**src/hw/rtl/rfr_pkg.sv**
```systemverilog
package rfr_pkg;

  localparam int unsigned UnitDepth = 65536;
  localparam int unsigned AddrW     = $clog2(UnitDepth);
  localparam int unsigned CntW      = AddrW + 1;
  localparam int unsigned QDepth    = 4;
  localparam int unsigned QPtrW     = $clog2(QDepth);
  localparam int unsigned QCntW     = QPtrW + 1;

  localparam logic [0:0] RegVideoMode = 1'b0;

  typedef enum logic [1:0] {
    CmdByte  = 2'd0,
    CmdLost  = 2'd1,
    CmdDrain = 2'd2,
    CmdNone  = 2'd3
  } cmd_e;

  typedef enum logic [2:0] {
    ActHeader = 3'd0,
    ActIgnore = 3'd1,
    ActWhole  = 3'd2,
    ActFuHdr  = 3'd3,
    ActFuData = 3'd4,
    ActFuEnd  = 3'd5
  } act_e;

  typedef struct packed {
    logic [7:0]  out_byte;
    logic        out_last;
    logic [31:0] out_timestamp;
  } out_item_t;

endpackage

```
**src/hw/rtl/rfr_queue.sv**
```systemverilog
module rfr_queue (
  input  logic                      clk_i,
  input  logic                      rst_ni,
  input  logic                      push_i,
  input  rfr_pkg::out_item_t        push_item_i,
  output logic                      valid_o,
  input  logic                      ready_i,
  output rfr_pkg::out_item_t        item_o,
  output logic [rfr_pkg::QCntW-1:0] count_o
);

  rfr_pkg::out_item_t         slot_q [rfr_pkg::QDepth];
  logic [rfr_pkg::QPtrW-1:0]  wr_q, rd_q;
  logic [rfr_pkg::QCntW-1:0]  cnt_q;
  logic                       pop;

  assign valid_o = cnt_q != '0;
  assign pop     = valid_o && ready_i;
  assign item_o  = slot_q[rd_q];
  assign count_o = cnt_q;

  always_ff @(posedge clk_i or negedge rst_ni) begin
    if (!rst_ni) begin
      wr_q  <= '0;
      rd_q  <= '0;
      cnt_q <= '0;
    end else begin
      if (push_i) begin
        wr_q <= wr_q + 1'b1;
      end
      if (pop) begin
        rd_q <= rd_q + 1'b1;
      end
      cnt_q <= cnt_q + rfr_pkg::QCntW'(push_i) - rfr_pkg::QCntW'(pop);
    end
  end

  always_ff @(posedge clk_i) begin
    if (push_i) begin
      slot_q[wr_q] <= push_item_i;
    end
  end

endmodule

```
**config.mk**
```make
export PLATFORM = sky130hd
export DESIGN_NAME = rfr_queue
export DESIGN_NICKNAME = d
export VERILOG_FILES = /design/src/hw/rtl/rfr_pkg.sv /design/src/hw/rtl/rfr_queue.sv
export SDC_FILE = /design/constraint.sdc
export NUM_CORES = 1
export LEC_CHECK = 0
export BUFFER_PORTS_ARGS = -buffer_cell sky130_fd_sc_hd__clkbuf_2
export CAP_MARGIN = 25
export CORE_MARGIN = 8
export CORE_UTILIZATION = 50
export DETAILED_ROUTE_END_ITERATION = 12
export PLACE_DENSITY = 0.71
export SETUP_SLACK_MARGIN = 0.15
export SLEW_MARGIN = 20
export SYNTH_ARGS = -nofsm -noshare
export SYNTH_HDL_FRONTEND = slang
export SYNTH_SLANG_ARGS = --single-unit
```
**constraint.sdc**
```tcl
create_clock -name clk_i -period 4.2 [get_ports clk_i]
set_input_delay 0.42 -clock clk_i [delete_from_list [all_inputs] [get_ports clk_i]]
set_output_delay 0.42 -clock clk_i [all_outputs]
set_load 0.005 [all_outputs]
```
==> results.md <==
- DRT iter0 DRCs: around 200
- Slew Limit Fails: 0
- PnR worst setup slack: 1.57 ns
- Inserted Diodes: 0
- Worst Clk Skew: between 0.004 and 0.005 ns
- Leakage: around 2.6 nW
- Nets: just over 400
- Crit start category: flop
- Critical Path AT: between 2 and 2.5 ns
- Vias per cell: between 5 and 6
- Worst R2R Path Depth: 7
- Post-Synthesis Cells: 249
- Routed wire per std cell: ~20 µm
- Min-Delay Path Class: in2reg
- Share of layout cells above drive strength 1: ~45%
- Root Buffer: clkbuf_16
- CP required: around 3.8 ns
- Period Utilization, post-route: roughly 63%
- YS warnings: 0
- Worst setup EP type: output port
- Vias: 2799
- Hold slack: about 0.22 ns
- Slew at the pin closest to its max-slew limit: 0.864 ns
- RSZ-0062 raised after global routing: false
- Largest net degree at the start of global routing: 44
- Number of top-level pins: 90
- WL final: about 11000 µm
- TritonCTS clock tree: yes
- Initial Utilization: 50.9%
- Post-DP HPWL: approximately 6500 µm
- Clock Path Buffers: 2
- Initial antenna violation count: 0
- Crit path max fanout: 43
- WHS Endpoint: slot_q[3][3]
- Clock Sinks: 171
- Core Area: about 0.013 mm²
- Worst Hold Depth: 1
- Setup-failing EPs final: 0
- Dpl cells: 503
- Netlist cell types: 19
- Initial DRT Pass Iterations: 4
- Setup WS pre-CTS: approximately 1.9 ns
- Fill count: a little over 900
- Layout Cells excl Fill: 536
- Die width: 129 µm
- Crit path time final: around 2.6 ns
- GRT Total Usage: roughly 14%
- Clock slew at reported path FFs: 0.06 ns
- Max_cap viols: 0
- Setup TNS Final: 0 ns
- R2r setup slk: around 2.2 ns
- IO buf count: about 90
- Post-synthesis sequential area ratio: 80.1%
- Power Dens Cells: roughly 700 mW/mm²
- CTS resizes: 0
- HP Start: push_item_i[3]
- Synthesized cell area: between 0.006 and 0.007 mm²
- Synth Area per Inst: 25.6 µm²
- Relative slew slack: a little over two fifths
- Fmax: about 0.38 GHz
- ANT nets after route: 0
- Vias in the first global route: between 3000 and 4000
- Gr ovfl total: 0
- #FFs+latches synth: between 150 and 200
- Area grow syn2layout: 18.7%
- Die height: between 100 and 150 µm
- First-pass GRT wire length: 16900 µm
- Final Hold Violating Endpoints: 0
- DR DRC count: 0
- Clock Latency Late Sink: between 0.4 and 0.5 ns
- Reg-to-reg startpoint: count_o[1]
- Die area: ~0.017 mm²
- Row count: 41
- GPL Wtd Cong: just under 0.7
- H-tree depth: 4
- Critical path class: reg2out
- RR Endpoint: count_o[2]
- Peak VDD IR: around 0.00056 V
- Syn nets: between 300 and 400
- Status: complete, no violations
- Clock buffer count from CTS: 17
-- power breakdown --
| group | switching, mW | internal, mW | leakage [nW] |
|---|---|---|---|
| logic | 0.549 | 0.681 | 0.788 |
| clock network | 0.610 | 0.930 | 0.266 |
| registers | 0.252 | 2.24 | 1.59 |
| total | 1.41 | 3.85 | 2.64 |
-- metal layers --
layer	track usage (%)	part of all wire [%]	wire length, µm
met2	22.5	50	5450
met5	0	0	0
met3	4.80	5.7	628
met4	6.43	1.6	171
met1	17.2	43	4700
-- cells by family (layout without fill, tap and decap cells) --
| logic type | Yosys count | in the layout | share of synthesized area, % |
|---|---|---|---|
| compound gates | 3 | 3 | 0.354 |
| xor+xnor | 5 | 5 | 0.688 |
| fa+ha+maj | 7 | 7 | 1.49 |
| buf+inv | 16 | 131 | 2.16 |
| flops | 171 | 171 | 80.1 |
| mux | 41 | 41 | 14.7 |
| simple gates | 6 | 6 | 0.550 |
-- synthesized netlist by cell type, drive strengths merged --
| library cell | number | area, µm² |
|---|---|---|
| edfxtp | 164 | 4920 |
| mux4 | 41 | 935 |
| buf | 9 | 111 |
| dfrtp | 7 | 175 |
| ha | 6 | 75.1 |
| inv | 6 | 22.5 |
| and2 | 4 | 25.0 |
| xnor2 | 3 | 26.3 |
| xor2 | 2 | 17.5 |
| clkbuf | 1 | 3.75 |
| fa | 1 | 20.0 |
| nand2 | 1 | 3.75 |
| o21ai | 1 | 5.00 |
| o311ai | 1 | 8.76 |
| o31a | 1 | 8.76 |
| or3 | 1 | 6.26 |
-- final cells by class --
type / instances / area (µm²) / share of cell area, %
Timing Repair Buffer: 93 / 490 / 6.49
Clock buffer: 20 / 437 / 5.78
Sequential cell: 171 / 5100 / 67.5
Multi-Input combinational cell: 62 / 1140 / 15.1
Tap cell: 172 / 215 / 2.85
Clock inverter: 12 / 149 / 1.97
Inverter: 6 / 22.5 / 0.298
-- sequential cells by signal, indices dropped and copies added, names as in the netlist --
name and count:
count_o 3, slot_q 164, wr_q 2, rd_q 2
-- how the worst max path moves through the flow --
| stage | slack, ns | start | depth (start not counted) | endpoint |
|---|---|---|---|---|
| floorplan | 2.19 | wr_q[0] | 3 | slot_q[0][0] |
| global placement | 1.95 | rd_q[0] | 2 | item_o[0] |
| detailed placement | 1.94 | rd_q[0] | 2 | item_o[0] |
| CTS | 1.48 | rd_q[0] | 2 | item_o[0] |
| global route | 1.40 | rd_q[0] | 2 | item_o[0] |
| finish | 1.57 | rd_q[0] | 2 | item_o[0] |
-- cell usage in the layout (no fill, tap or decap), types with 2 or more instances in the layout --
cell / n
and2_4: 2
clkinvlp_4: 6
and2_2: 2
clkbuf_1: 3
xor2_1: 2
clkbuf_16: 17
ha_1: 6
dfrtp_1: 5
bufinv_16: 3
clkbuf_2: 89
mux4_1: 3
xnor2_1: 3
edfxtp_1: 164
inv_1: 6
mux4_2: 38
clkinv_2: 2
buf_4: 2
-- critical path, stage by stage, from the launching register on --
cell      delay [ns]
dfrtp_4         0.99
mux4_1          0.64
clkbuf_2        0.13
-- stage by stage --
stage | area [µm²] | power [mW] | util (%)
after floorplan | 6370 | 3.32 | -
after global placement | 6940 | 3.75 | 55.4
after detailed placement | 6960 | 3.81 | 55.6
after CTS | 7560 | 5.34 | 60.4
after global routing | 7560 | 5.52 | 60.4
final | 7560 | 5.26 | 60.4
-- what timing repair did --
action                     CTS  global route
hold endpoints to repair     7             0
buffers inserted             0             0
hold buffers                 1             0
setup endpoints to repair    0             0
Note: power is estimated with default switching activity, not from simulation.
